`config.mk`:
```
export PLATFORM = sky130hd
export DESIGN_NAME = kwft_div
export DESIGN_NICKNAME = d
export VERILOG_FILES = /design/src/design/kwft_div.sv
export SDC_FILE = /design/constraint.sdc
export NUM_CORES = 1
export LEC_CHECK = 0
export BUFFER_PORTS_ARGS = -buffer_cell sky130_fd_sc_hd__buf_4
export CAP_MARGIN = 20
export CORE_MARGIN = 8
export CORE_UTILIZATION = 55
export DETAILED_ROUTE_END_ITERATION = 12
export GPL_ROUTABILITY_DRIVEN = 1
export PLACE_DENSITY = 0.8
export SYNTH_ARGS = -nofsm -noshare
export SYNTH_HDL_FRONTEND = slang
export SYNTH_SLANG_ARGS = --single-unit
```
`constraint.sdc`:
```
create_clock -name clk -period 3.25 [get_ports clk]
set_input_delay 0.1625 -clock clk [delete_from_list [all_inputs] [get_ports clk]]
set_output_delay 0.1625 -clock clk [all_outputs]
set_load 0.03 [all_outputs]
```
`src/design/kwft_div.sv`:
```
`timescale 1ns / 1ps
// restoring divider, one quotient bit per cycle, 64-bit dividend by DIV_W-bit divisor
module kwft_div #(
	parameter int DIV_W = 39
) (
	input  logic             clk,
	input  logic             arst_n,
	input  logic             start,
	input  logic [63:0]      dividend,
	input  logic [DIV_W-1:0] divisor,
	output logic             done,
	output logic [63:0]      quotient
);
	logic [6:0]       cnt_q;
	logic             run_q;
	logic [DIV_W:0]   rem_q;
	logic [63:0]      quo_q;
	logic [DIV_W-1:0] div_q;
	logic [DIV_W+1:0] trial;
	logic [DIV_W:0]   shifted;

	assign shifted = {rem_q[DIV_W-1:0], quo_q[63]};
	assign trial = {1'b0, shifted} - {2'b0, div_q};
	assign quotient = quo_q;

	always_ff @(posedge clk or negedge arst_n) begin
		if (!arst_n) begin
			run_q <= 1'b0;
			cnt_q <= '0;
			done <= 1'b0;
		end else begin
			done <= 1'b0;
			if (start) begin
				run_q <= 1'b1;
				cnt_q <= 7'd64;
			end else if (run_q) begin
				cnt_q <= cnt_q - 7'd1;
				if (cnt_q == 7'd1) begin
					run_q <= 1'b0;
					done <= 1'b1;
				end
			end
		end
	end

	always_ff @(posedge clk) begin
		if (start) begin
			rem_q <= '0;
			quo_q <= dividend;
			div_q <= divisor;
		end else if (run_q) begin
			if (!trial[DIV_W+1]) begin
				rem_q <= trial[DIV_W:0];
				quo_q <= {quo_q[62:0], 1'b1};
			end else begin
				rem_q <= shifted;
				quo_q <= {quo_q[62:0], 1'b0};
			end
		end
	end
endmodule

```
==> run metrics <==
status=finished, final reports clean; CTS tree=built; initial antenna violation count=1; gpl congestion=0.880; min cycle time layout=between 2 and 3 ns; Clk Latency, worst-skew pair=0.43 ns; Die Area=approximately 20,000 um2; asr flop ratio synth=0.0596; clk slew on worst S/H paths=roughly 0.07 ns; leakage power total=4.60 nW; Hold WS=0.0282 ns; kind of cell adding the most delay to the critical path=compound AO/OA/AOI/OAI gates; busiest layer in global routing=met2; final core utilization=0.718; syn avg cell area=10.7 um2; ordered cell list for the critical path=inv_1 -> ha_1 -> fa_1 -> nand2b_1 -> a21oi_1 -> o211ai_1 -> nand2_1 -> o21ai_2 -> o31ai_4 -> buf_4 -> or2_2 -> a31oi_1 -> a311oi_1; drt wl/cell=roughly 17 um; CP Buf/Inv Count=2; Die W=140 um; core area=15,100 um2; final hold violations=0; Initial DRT Pass Iterations=5; PnR worst setup slack=0.331 ns; Netlist cell types=64; Cell Rows=45; critical path type=reg -> reg; max-capacitance violation count=0; Reg2Reg Launch Point=quotient[63]; pre-CTS setup slack=0.301 ns; CP max stage delay=0.41 ns; Nets=1,138; Via-to-Cell Ratio=5.56; Final setup viols=0; DR vias=6,622; setup bufs post-CTS=0; Cell Pwr Density=758 nW/um2; Worst slew margin=0.586; Fillers=1,101; Placed Cells=~1,100; Slew Limit Fails=0; Post-synth EDFFs=103; sequential cell area=a little over 4000 um2; Seq/Total Area, Yosys=0.487; routed wire length=20,800 um; WP data required=roughly 3.6 ns; Worst Path Arrival=3.26 ns; post-synth top area cell=edfxtp_1; Mapped Cells=790; Max Clock Freq=343 MHz; # DRC=0; CTS Buffer Depth=2; mapped cell area=roughly 8400 um2; GRT Util Overall=0.216; Critical Path Start=quotient[63]; hold crit path type=in -> reg; post-synthesis register bit count=151; YS warnings=0; maximum fanout along the worst path=10; area delta synth->final=28.7%; setup repair after global routing missed its margin=false; Synth top area share=0.368; Final Skew=0.0131 ns; synth top area cells=edfxtp_1 37%, dfxtp_1 9.3%, mux2_2 8.6%, ha_1 6.1%, a21oi_1 3.0%; clock root cell=clkbuf_16; CTS Buf Count=17; layout cells sized above 1=0.288; HPWL Detailed=14,900 um; nature of the critical path startpoint=register; grt ovf=0; setup TNS=0 ns; synthesized net count=938; largest net degree at the start of global routing=63; H-tree Lvls=4; met3 GRT Util=0.0893; Initial Utilization=0.558; Port-buffer cells=170; height of the die=140 um; hold_sp=dividend[56]; Crit-path slowest cell=fa_1; Routed Antenna Nets=0; first-pass GRT wire length=33,900 um; Multi-input gate area=3900 um2; GR Layer Usage met1=0.244; Period Utilization, post-route=0.898; Main synth FF type=edfxtp_1; VDD IR-drop max=0.540 mV; worst slew pin tran=0.622 ns; IO Count=171; met2 Use GR=0.361; initial DRC count=about 390; clock sink total=151; vias in the first global route=slightly below 7,000; Non-Filler Instances=1,192; CP endpoint kind=register
-- power breakdown --
part,internal [mW],switching (mW)
clock,1.14,0.834
combinational,1.51,1.95
sequential,2.49,0.294
-- final timing paths --
path	end	depth (start not counted)	slack [ns]
worst max-delay path	rem_q[33]	13	0.33
worst min-delay path	quotient[56]	2	0.03
worst max register to register	rem_q[33]	13	0.33
worst min register to register	rem_q[25]	2	0.49
max in group asynchronous	run_q	2	3.00
min in group asynchronous	cnt_q[5]	2	0.09
-- cell usage in the layout, fill, tap and decap left out, types with 22 or more instances in the layout --
master / Yosys / final
dlygate4sd3_1: 0 / 40
mux2_2: 64 / 64
buf_4: 1 / 180
inv_1: 59 / 58
ha_1: 41 / 41
a211oi_1: 22 / 22
edfxtp_1: 103 / 103
a21oi_1: 51 / 51
o21ai_0: 30 / 29
dfxtp_1: 39 / 39
nor2_1: 62 / 62
nand2_1: 43 / 43
-- state kept, by name, summed over array words and instances, names as in the netlist --
name / cells
quotient: 64
div_q: 39
rem_q: 39
done: 1
run_q: 1
cnt_q: 7
-- synthesized netlist by cell type, types with 5 or more instances --
library cell / count
o21ai_0: 30
dfxtp_1: 39
nor2b_1: 6
mux2i_1: 17
o211ai_1: 11
a21oi_1: 51
nor3b_1: 6
edfxtp_1: 103
xor2_1: 19
clkbuf_1: 26
nand2_1: 43
nand2b_1: 14
a31oi_1: 10
nand3_1: 17
mux2_2: 64
ha_1: 41
dfrtp_1: 9
nand4_1: 6
o21ai_1: 5
a21o_1: 13
inv_1: 59
nor2_1: 62
a211oi_1: 22
nor3_1: 18
buf_2: 11
xnor2_1: 19
-- per-stage QoR --
| stage | power, mW | area (um2) |
|---|---|---|
| 2_1_floorplan | 5.36 | 8420 |
| 3_3_place_gp | 6.11 | 9840 |
| 6_report | 8.21 | 10800 |
| 5_1_grt | 8.74 | 10800 |
| 3_5_place_dp | 6.18 | 9840 |
| 4_1_cts | 8.22 | 10800 |
-- metal layers --
| metal | up-vias | wire, um |
|---|---|---|
| met5 | - | 0 |
| met4 | 0 | 350 |
| met2 | 173 | 10100 |
| met3 | 24 | 1610 |
| met1 | 3132 | 8760 |
| li1 | 3293 | - |
-- timing repair --
item                                   in CTS  in global routing
hold buffers                               40                  0
gates resized for setup                     0                  2
setup endpoints to repair                   0                  2
endpoints found under the hold margin      48                  0
-- logic make-up (layout without fill, tap and decap cells) --
logic type | Yosys count | count (layout) | synth area share
compound gates | 185 | 185 | 0.145
fa+ha+maj | 42 | 42 | 0.0633
other cells | 0 | 1 | 0
buf+inv | 101 | 314 | 0.0500
flops | 151 | 151 | 0.487
xor+xnor | 38 | 38 | 0.0395
simple gates | 191 | 191 | 0.108
mux | 82 | 82 | 0.107
-- cell type report --
cell class                 instances  area share
inverter                          59      0.0205
tap                              188      0.0217
antenna                            1    0.000231
clock inverter                    14      0.0139
clock buffer                      18      0.0396
multi-input combinational        538       0.360
timing repair buffer             223       0.166
sequential                       151       0.379
-- worst register-to-register path, stage by stage (launching register included) --
cell,delay (ns)
edfxtp_1,0.37
inv_1,0.05
ha_1,0.22
fa_1,0.41
nand2b_1,0.19
a21oi_1,0.17
o211ai_1,0.11
nand2_1,0.13
o21ai_2,0.13
o31ai_4,0.35
buf_4,0.25
or2_2,0.13
a31oi_1,0.07
a311oi_1,0.24
Power figures use the tool's default switching activity.
